$ cat src/rtl/artdmx_universe_store_defines.svh
// Assertion macros shared by the universe store RTL.
// Each check is clocked on clock and held off while reset is high.
`ifndef ARTDMX_UNIVERSE_STORE_DEFINES_SVH
`define ARTDMX_UNIVERSE_STORE_DEFINES_SVH
`ifndef ASSERT_OFF
// cons must hold in the same cycle as ante
`define ADS_CHECK_NOW(lbl, ante, cons) \
   lbl: assert property (@(posedge clock) disable iff (reset) (ante) |-> (cons)) \
      else $error("universe store check failed (same cycle)");
// cons must hold in the cycle after ante
`define ADS_CHECK_NEXT(lbl, ante, cons) \
   lbl: assert property (@(posedge clock) disable iff (reset) (ante) |=> (cons)) \
      else $error("universe store check failed (next cycle)");
`else
`define ADS_CHECK_NOW(lbl, ante, cons)
`define ADS_CHECK_NEXT(lbl, ante, cons)
`endif
`endif

$ cat src/rtl/artdmx_pkg.sv
package artdmx_pkg;

   localparam int MAX_UNIVERSES  = 4;
   localparam int PACKET_MAX     = 530;
   localparam int SLOT_BYTES     = 512;
   localparam int CHANS_PER_UNIV = 510;
   localparam int HEADER_BYTES   = 18;
   localparam logic [15:0] OPCODE_DMX = 16'h5000;

   // byte count must hold PACKET_MAX itself
   localparam int CNT_W   = $clog2(PACKET_MAX + 1);
   localparam int STG_W   = $clog2(PACKET_MAX);
   localparam int HDR_W   = $clog2(HEADER_BYTES);
   localparam int SLOT_W  = (MAX_UNIVERSES > 1) ? $clog2(MAX_UNIVERSES) : 1;
   localparam int STORE_W = SLOT_W + 9;
   localparam int STORE_DEPTH = MAX_UNIVERSES * SLOT_BYTES;

   localparam logic [7:0] ID_TEXT [7] = '{8'h41, 8'h72, 8'h74, 8'h2d, 8'h4e, 8'h65, 8'h74};

   typedef enum logic {
      KIND_VERDICT = 1'b0,
      KIND_COLOR   = 1'b1
   } kind_type;

   typedef enum logic [2:0] {
      CSR_BASE_UNIVERSE  = 3'd0,
      CSR_UNIVERSE_COUNT = 3'd1,
      CSR_PIXEL_COUNT    = 3'd2,
      CSR_PIXEL_START    = 3'd3
   } csr_index_type;

   typedef struct packed {
      logic [15:0] base_universe;
      logic [2:0]  eff_count;
      logic [15:0] pixel_count;
      logic [15:0] pixel_start;
   } cfg_type;

   // one classified word handed from front to back
   typedef struct packed {
      kind_type          kind;
      logic              ok;
      logic              written;
      logic [7:0]        seq;
      logic [15:0]       universe;
      logic [9:0]        length;
      logic [SLOT_W-1:0] slot;
      logic [9:0]        ncopy;
      logic              pvalid;
      logic [15:0]       chan;
   } entry_type;

   typedef struct packed {
      logic copy_pending;
   } front_status_type;

   typedef struct packed {
      logic copying;
      logic copy_done;
   } back_status_type;

endpackage

$ cat src/rtl/artdmx_queue.sv
// Two-entry queue between front and back.
module artdmx_queue (
   input  logic                  clock,
   input  logic                  reset,
   input  logic                  push,
   input  artdmx_pkg::entry_type push_entry,
   output logic                  full,
   input  logic                  pop,
   output logic                  empty,
   output artdmx_pkg::entry_type pop_entry
);

   artdmx_pkg::entry_type slot_ff [2];
   logic       wr_ptr_ff, wr_ptr_in;
   logic       rd_ptr_ff, rd_ptr_in;
   logic [1:0] count_ff, count_in;

   assign full      = (count_ff == 2'd2);
   assign empty     = (count_ff == 2'd0);
   assign pop_entry = slot_ff[rd_ptr_ff];

   // pointer and fill bookkeeping
   always_comb begin
      wr_ptr_in = wr_ptr_ff ^ push;
      rd_ptr_in = rd_ptr_ff ^ pop;
      count_in  = count_ff + {1'b0, push} - {1'b0, pop};
   end

   always_ff @(posedge clock) begin
      if (reset) begin
         wr_ptr_ff <= 1'b0;
         rd_ptr_ff <= 1'b0;
         count_ff  <= 2'd0;
      end else begin
         wr_ptr_ff <= wr_ptr_in;
         rd_ptr_ff <= rd_ptr_in;
         count_ff  <= count_in;
      end
   end

   always_ff @(posedge clock) begin
      if (push) begin
         slot_ff[wr_ptr_ff] <= push_entry;
      end
   end

endmodule

$ cat config.mk
export PLATFORM = sky130hd
export DESIGN_NAME = artdmx_queue
export DESIGN_NICKNAME = d
export VERILOG_FILES = /design/src/rtl/artdmx_universe_store_defines.svh /design/src/rtl/artdmx_pkg.sv /design/src/rtl/artdmx_queue.sv
export SDC_FILE = /design/constraint.sdc
export NUM_CORES = 1
export LEC_CHECK = 0
export ABC_AREA = 1
export BUFFER_PORTS_ARGS = -buffer_cell sky130_fd_sc_hd__buf_2
export CORE_MARGIN = 1
export CORE_UTILIZATION = 45
export DETAILED_ROUTE_END_ITERATION = 10
export PLACE_DENSITY = 0.79
export SYNTH_ARGS = -nofsm -noshare
export SYNTH_HDL_FRONTEND = slang
export SYNTH_SLANG_ARGS = --single-unit
$ cat constraint.sdc
create_clock -name clock -period 2.55 [get_ports clock]
set_input_delay 0.255 -clock clock [delete_from_list [all_inputs] [get_ports clock]]
set_output_delay 0.255 -clock clock [all_outputs]
set_load 0.05 [all_outputs]
---- Word-level counts from Yosys, hierarchy flattened ----
Memories as Yosys holds them, arrays and structs flattened. A register that Yosys moved wholly into a read port is not among the register bits.
Index checks and enable logic that the tools add are counted.
operators by class
  add/sub/neg operators ................... 2
  equal/unequal tests ..................... 1
  mux-type cells .......................... 3
  bitwise gates (word level) .............. 2
  reduce and logical (&&, ||, !) cells .... 1
operator list
  kind                                  number
  2-to-1 mux 1 bit                      3
  adder 2 x 1 -> 2 bit                  1
  == test 2 bit, second input constant  1
  logical NOT 2 bit                     1
  subtractor 2 x 1 -> 2 bit             1
  bitwise XOR 1 bit                     2
word-level totals
  register bits after elaboration ......... 4
  RAM bits ................................ 132
  input bits .............................. 70
  output and inout bits ................... 68
  logic and storage cells ................. 13
  memories kept ........................... 1
memory list
  name     depth  width  rd ports  clocked after memory_dff  wr ports  line                RTL
  slot_ff  2      66     1         1                         1         artdmx_queue.sv:13  artdmx_pkg::entry_type slot_ff [2];

---- Logic depth before layout (Yosys ltp) ----
Gate-level depths: netlist (run 1).
  word-level depth ........................ 2
  mapped depth ............................ 9
  depth with buffers taken out ............ 9

---- Least setup slack after synthesis (run 1) ----
Ideal clock, no wire load.
  path kind ............................... reg2reg
  start point ............................. register wr_ptr_ff
  end point ............................... memory slot_ff[0][0] (netlist name) (enable)
  library setup time ...................... 0.431 ns
  arrival time ............................ 1.935 ns
  data required time ...................... 2.119 ns
  slack ................................... 0.184 ns
  cell stages (with the launch flop) ...... 3
  buffers on the path ..................... 0
  period minus slack after synthesis ...... 2.366 ns
  cell sequence ........................... dfxtp_1 > inv_1 > ha_1
RTL lines
  what                      line                RTL
  start: declaration        artdmx_queue.sv:14  logic wr_ptr_ff, wr_ptr_in;
  start signal: assignment  artdmx_queue.sv:35  wr_ptr_ff <= wr_ptr_in;
  end: declaration          artdmx_queue.sv:13
No word-level cell before the write port.

==> results of run 1 <==
## cell usage after synthesis
cell / number / area share
buf_2: 3 / 0.0030
nor2_1: 6 / 0.0044
mux2_2: 36 / 0.080
a21oi_1: 1 / 0.00098
inv_1: 7 / 0.0052
ha_1: 4 / 0.0098
edfxtp_1: 132 / 0.78
nand3_1: 1 / 0.00098
mux2_4: 30 / 0.089
nand2_1: 3 / 0.0022
buf_4: 1 / 0.0015
buf_6: 3 / 0.0066
xnor2_1: 1 / 0.0017
dfxtp_1: 4 / 0.016
## how the worst max path moves through the flow
stage / from / endpoint
3_3_place_gp: rd_ptr_ff / pop_entry[18]
5_1_grt: rd_ptr_ff / pop_entry[52]
6_report: rd_ptr_ff / pop_entry[47]
3_5_place_dp: rd_ptr_ff / pop_entry[16]
2_1_floorplan: wr_ptr_ff / slot_ff[0][0]
4_1_cts: rd_ptr_ff / pop_entry[55]
## per-stage QoR
stage | total power, mW | setup WS [ns] | hold slack, ns
6_report | 6.378 | 0.4217 | 0.03675
4_1_cts | 6.452 | 0.3887 | 0.01849
5_1_grt | 6.587 | 0.3351 | 0.01790
3_3_place_gp | 3.637 | 0.8359 | 0.4426
2_1_floorplan | 3.427 | 0.1836 | 0.3217
3_5_place_dp | 3.660 | 0.8301 | 0.4464
## kinds of logic (layout without fill, tap and decap cells)
kind of cell | after synthesis | after routing | synth area share
AOI/OAI and AO/OA | 1 | 1 | 0.0009833
and+or+nand+nor | 10 | 10 | 0.007627
muxes | 66 | 66 | 0.1683
buffers and inverters | 14 | 181 | 0.01624
adders and majority gates | 4 | 4 | 0.009843
xor gates and xnor gates | 1 | 1 | 0.001723
DFF | 136 | 136 | 0.7953
## state kept, by name, indices dropped and copies added, names as in the netlist
signal	count
rd_ptr_ff	1
count_ff	2
wr_ptr_ff	1
slot_ff	132
## where the power goes
part	switching (mW)	leakage [nW]	total, mW	internal (mW)
combinational	0.650	1.02	0.946	0.296
clock	0.862	0.329	2.78	1.91
sequential	0.0465	1.27	2.66	2.61
total	1.56	2.62	6.38	4.82
## layout make-up
type,instances,area (µm²)
Fill cell,836,4267
Sequential cell,136,4048
Multi-Input combinational cell,82,983.4
Timing Repair Buffer,142,748.2
Clock buffer,21,470.5
Clock inverter,11,217.7
Tap cell,140,175.2
Inverter,7,26.28
## metal layers
metal / track usage / vias up / wire [µm]
li1: - / 1211 / -
met1: 0.1634 / 1209 / 3300
met2: 0.2489 / 104 / 4199
met3: 0.06570 / 11 / 669
met4: 0.06757 / 0 / 102
met5: 0 / - / 0
==> impl_metrics.yaml, run 1 <==
global_routing:
  antenna_found_initial: 0
  grt_usage: 0.1489
  grt_pass1_vias: 2659
  grt.overflow.total: 0
  grt_max_degree: 36
  grt_pass1_wl_um: 12560
cells_and_area:
  area_growth_pct: 31.15
  final_nets: 460
  drive_above_1_share: 0.6065
  final_cells: 539
  postLayoutCoreUtil: 0.6098
  final_cell_mix: "buf_2 (137), edfxtp_1 (132), mux2_2 (36), mux2_4 (30), clkbuf_16 (17)"
  design_area_um2: 6669
  final_common_cell: "buf_2"
  antenna_cells: 0
setup_path:
  required_ns: 2.30
  crit_arrival_ns: 1.87
  rrSetupSlack_ns: 1.04
  crit_chain: "buf_4, mux2_4, buf_2"
  cp_max_fo: 20
  end_kind: "primary output"
  r2r_end: "slot_ff[0][47]"
  cp_slowest_cell: "dfxtp_4"
  r2r_cells: 3
  crit_type: "flop to primary output"
  worstSetupPathDepth: 3
  max_stage_delay_ns: 0.54
  critPathTopFamily: "buffers and inverters"
  start_kind: "flop"
  cp_num_buf_inv: 2
  r2r-start: "wr_ptr_ff"
die:
  ios: 138
  initial_utilization: 0.4650
  die-area_um2: 11730
  die_x_um: 108.3
  core_um2: 10940
  rows: 38
  die_y_um: 108.3
cts:
  clk_pin_slew_ns: 0.06
  tritoncts: "built"
  htree_levels: 4
  post_cts_buffers: 0
  cts_root_buf: "clkbuf_16"
  clockBufferDepth: 2
  clock_sinks: 136
  cts_hold_buf: 0
  post_cts_resized: 0
  clock_latency_ns: 0.40
  cts_made_buffers: 17
detailed_routing:
  drtPass1Iterations: 4
  routedWlPerCell_um: 15.35
  drt_wl_total_um: 8271
  drt_iter0_drc: 100
  ant_nets: 0
  viasPerCell: 4.703
  vias: 2535
  remaining_drc_errors: 0
synthesis:
  syn_inst: 232
  synth.avg_cell_area_um2: 21.92
  synthesis.nets: 306
  ys_types: 14
  synth_area_um2: 5085
  synth_seq_cells: 136
  yosys_warnings: 0
  synth.yosys.seq_area_share: 0.7953
power_and_ir_drop:
  cellPowerDensity_nw_per_um2: 956.4
  vdd.ir_drop.worst_v: 0.0004571
  cellLeakagePower_nw: 2.617
place:
  port_buffers: 137
  dpl_cell_area_um2: 5981
  routabilityCongestion: 0.6968
  dp_hpwl_um: 5502
  dpl.cell_count: 507
timing:
  drv_slew: 0
  fmax_mhz: 469.9
  grt_setup_unrepaired: "no"
  finClkSkew_ns: 0.008299
  hold_violations: 0
  period_needed_ns: 2.128
  relSlewSlack: 0.6727
  min_period_over_period: 0.8346
  setup_viol_count_final: 0
  tns_ns: 0
  tightest_slew_ns: 0.4909
hold_path:
  min_path_cells: 1
  holdPathEnd: "slot_ff[1][1]"
  hp-start: "push_entry[1]"
  hold_path_class: "input pin to flop"
outcome:
  outcome: "completed"
flow_run:
  maxCapViolCount: 0
Note: power is estimated with default switching activity, not from simulation.
==> run 2: changes to the inputs <==
Clock period 2.55 ns to 1.99 ns, I/O delays scaled along.
==> impl_metrics.yaml, run 2 (synthesis results as in run 1) <==
outcome:
  outcome: "completed"
global_routing:
  grt_pass1_wl_um: 14860
  grt_usage: 0.1708
  antenna_found_initial: 0
  grt_max_degree: 33
  grt.overflow.total: 0
  grt_pass1_vias: 3137
setup_path:
  r2r_cells: 3
  crit_arrival_ns: 1.65
  required_ns: 1.79
  start_kind: "flop"
  cp_max_fo: 29
  crit_type: "flop to primary output"
  end_kind: "primary output"
cells_and_area:
  nFillCells: 761
  antenna_cells: 0
  final_common_cell: "buf_2"
  reg_top3: "slot_ff (132), count_ff (2)"
  final_nets: 532
  drive_above_1_share: 0.5202
  final_cell_mix: "buf_2 (137), edfxtp_1 (132), dlygate4sd3_1 (67), mux2_2 (36), mux2_4 (30)"
  largest_reg_flops: 132
  postLayoutCoreUtil: 0.6709
  largest_register: "slot_ff"
  area_growth_pct: 44.29
cts:
  tritoncts: "built"
  clk_pin_slew_ns: 0.05
  cts_made_buffers: 17
  htree_levels: 4
  cts_root_buf: "clkbuf_16"
  clockBufferDepth: 2
  post_cts_resized: 0
  clock_sinks: 136
  clock_latency_ns: 0.40
timing:
  period_needed_ns: 1.846
  drv_slew: 0
  setup_viol_count_final: 0
  hold_violations: 0
  min_period_over_period: 0.9277
  relSlewSlack: 0.7035
  grt_setup_unrepaired: "no"
  finClkSkew_ns: 0.004387
  fmax_mhz: 541.7
  tightest_slew_ns: 0.4447
  tns_ns: 0
die:
  die_y_um: 108.3
  core_um2: 10940
  die_x_um: 108.3
  die-area_um2: 11730
  ios: 138
  rows: 38
  initial_utilization: 0.4650
power_and_ir_drop:
  totalPowerFinal_mw: 7.941
  cellLeakagePower_nw: 2.891
  vdd.ir_drop.worst_v: 0.0006433
  cellPowerDensity_nw_per_um2: 1082
flow_run:
  maxCapViolCount: 0
place:
  port_buffers: 137
  routabilityCongestion: 0.6559
  dp_hpwl_um: 5662
detailed_routing:
  ant_nets: 0
  drt_iter0_drc: 97
  drt_wl_total_um: 9395
  vias: 2872
  viasPerCell: 4.700
  routedWlPerCell_um: 15.38
  drtPass1Iterations: 4
  remaining_drc_errors: 0
hold_path:
  hold_path_class: "input pin to flop"
  min_path_cells: 3
==> run 2: cell types whose count changed in the layout (fill, tap and decap cells not counted) <==
cell	change
buf_12	+3
clkinv_4	-1
clkinv_2	+2
dlygate4sd3_1	+67
buf_4	+2
bufinv_16	-2
clkinvlp_4	+2
clkinv_1	+2
clkbuf_8	-3
==> run 2: timing repair <==
| item | 4_1_cts | 5_1_grt |
|---|---|---|
| hold buffers | 67 | 0 |
| setup endpoints to repair | 7 | 0 |
| endpoints found under the hold margin | 134 | 0 |
| buffers inserted | 3 | 0 |
==> run 2: power breakdown <==
| group | switching, mW | leakage, nW | internal, mW |
|---|---|---|---|
| registers | 0.0510 | 1.27 | 3.34 |
| logic | 0.876 | 1.33 | 0.492 |
| clock network | 1.10 | 0.287 | 2.08 |
==> run 2: worst paths after layout <==
| kind | startpoint | end | slack, ns |
|---|---|---|---|
| hold reg to reg | count_ff[1] | count_ff[1] | 0.60 |
| setup / recovery | rd_ptr_ff | pop_entry[14] | 0.14 |
| setup reg to reg | wr_ptr_ff | slot_ff[0][33] | 0.59 |
| hold / removal | pop | rd_ptr_ff | 0.11 |
==> run 2: stage by stage <==
stage                     cells  worst slack [ns]  instance area (µm²)  hold slack [ns]
final                       611            0.1440                 7337           0.1117
after global routing        611           0.08448                 7337           0.1018
after detailed placement    509            0.4242                 6033           0.3903
after floorplan             232            0.3167                 5090           0.2657
after CTS                   611            0.1482                 7337          0.09203
after global placement      509            0.4401                 6033           0.3862
==> run 2: area by class of cell <==
type                       count  area, µm²  area share
sequential                   136       4048      0.5517
clock buffer                  18      429.2     0.05849
timing repair buffer         214       1494      0.2036
inverter                       7      26.28    0.003581
clock inverter                14      181.4     0.02473
multi-input combinational     82      983.4      0.1340
tap                          140      175.2     0.02387
==> run 2: routing by layer <==
metal / global-route usage / vias to the layer above / wire length [µm]
li1: - / 1356 / -
met1: 0.1941 / 1398 / 3744
met2: 0.2948 / 106 / 4942
met3: 0.06148 / 12 / 604
met4: 0.06467 / 0 / 104
met5: 0 / - / 0
==> run 2: worst max-delay path: stages (launching register included) <==
cell     delay (ns)
dfxtp_4        0.41
buf_12         0.22
mux2_2         0.38
buf_2          0.22
==> run 3: changes to the inputs <==
Clock period 1.99 ns to 2.11 ns, I/O delays scaled along.
==> impl_metrics.yaml, run 3 (synthesis results as in run 1) <==
setup_path:
  crit_chain: "buf_12, mux2_2, buf_2"
  critPathTopFamily: "flip-flops"
  cp_slowest_cell: "dfxtp_4"
  end_kind: "primary output"
  crit_arrival_ns: 1.79
  cp_num_buf_inv: 2
  start_kind: "flop"
  max_stage_delay_ns: 0.53
  crit_type: "flop to primary output"
  cp_max_fo: 29
  required_ns: 1.90
die:
  die_x_um: 108.3
  die_y_um: 108.3
  core_um2: 10940
  rows: 38
  die-area_um2: 11730
  initial_utilization: 0.4650
  ios: 138
cts:
  tritoncts: "built"
  clock_latency_ns: 0.41
  htree_levels: 4
  clockBufferDepth: 2
  cts_root_buf: "clkbuf_16"
  cts_made_buffers: 17
  clk_pin_slew_ns: 0.05
  post_cts_buffers: 0
  clock_sinks: 136
timing:
  relSlewSlack: 0.7690
  drv_slew: 0
  min_period_over_period: 0.9475
  tightest_slew_ns: 0.3465
  tns_ns: 0
  worst_hold_slack_ns: 0.03211
  grt_setup_unrepaired: "no"
  setup_viol_count_final: 0
  period_needed_ns: 1.999
  finClkSkew_ns: 0.005099
  fmax_mhz: 500.2
  hold_violations: 0
detailed_routing:
  viasPerCell: 4.743
  ant_nets: 0
  remaining_drc_errors: 0
  drt_iter0_drc: 145
  routedWlPerCell_um: 16.01
  drtPass1Iterations: 4
  vias: 2874
  drt_wl_total_um: 9700
place:
  dp_hpwl_um: 5705
  port_buffers: 137
  routabilityCongestion: 0.6501
power_and_ir_drop:
  cellPowerDensity_nw_per_um2: 1028
  vdd.ir_drop.worst_v: 0.0005460
  cellLeakagePower_nw: 2.867
cells_and_area:
  drive_above_1_share: 0.5172
  largest_register: "slot_ff"
  multi_input_area_um2: 983.4
  largest_reg_flops: 132
  final_common_cell: "buf_2"
  antenna_cells: 0
  final_cell_mix: "buf_2 (137), edfxtp_1 (132), dlygate4sd3_1 (66), mux2_2 (36), mux2_4 (30)"
  reg_top3: "slot_ff (132), count_ff (2)"
  area.sequential_um2: 4048
  final_nets: 527
  nFillCells: 738
  area_growth_pct: 43.21
global_routing:
  grt_pass1_vias: 3059
  antenna_found_initial: 0
  grt_usage: 0.1715
  grt_pass1_wl_um: 14560
  grt.overflow.total: 0
  grt_max_degree: 33
hold_path:
  hold_path_class: "input pin to flop"
flow_run:
  maxCapViolCount: 0
outcome:
  outcome: "completed"
run 3: stage by stage:
stage | total power, mW | instances | worst slack (ns) | area (µm²) | utilization
final | 7.488 | 606 | 0.1107 | 7282 | 0.6659
after global routing | 7.740 | 606 | 0.03637 | 7282 | 0.6659
after CTS | 7.547 | 606 | 0.08087 | 7282 | 0.6659
after detailed placement | 4.438 | 508 | 0.5220 | 6013 | 0.5499
after global placement | 4.410 | 508 | 0.5429 | 6013 | 0.5499
after floorplan | 4.137 | 232 | 0.4367 | 5090 | -
run 3: final timing paths:
check                    to      startpoint  slack, ns  cells after the start
max           pop_entry[63]       rd_ptr_ff       0.11                      3
min          slot_ff[1][47]  push_entry[47]       0.03                      1
max reg2reg  slot_ff[0][39]       wr_ptr_ff       0.72                      3
min reg2reg     count_ff[1]     count_ff[1]       0.58                      3
run 3: cell type report:
cell class	instances	share of cell area
clock buffers	17	0.05842
multi-input cells	82	0.1351
clock inverters	15	0.02509
well taps	140	0.02405
flip-flops and latches	136	0.5558
inverters	7	0.003608
repair buffers	209	0.1979
run 3: repair_timing:
item	in CTS	in global routing
gates resized for setup	0	0
hold endpoints to repair	132	0
hold buffers	66	0
run 3: worst register-to-register path: cells and delay by family, from the launching register on:
family,cells,cell delay [ns]
adder cells (fa/ha/maj),1,0.35
flip-flops,1,0.33
buffers and inverters,2,0.40
run 3: layer usage:
metal / GRT usage / routed length, µm / share of wire / vias up
li1: - / - / - / 1354
met2: 0.2962 / 4987 / 0.51 / 107
met4: 0.07239 / 148 / 0.015 / 0
met5: 0 / 0 / 0 / -
met3: 0.05666 / 499 / 0.051 / 15
met1: 0.1950 / 4064 / 0.42 / 1398
run 3: report_power, final:
part	total, mW	switching [mW]	internal, mW
Combinational	1.27	0.817	0.448
Sequential	3.21	0.0595	3.15
Clock	3.01	1.05	1.96
Total	7.49	1.93	5.56
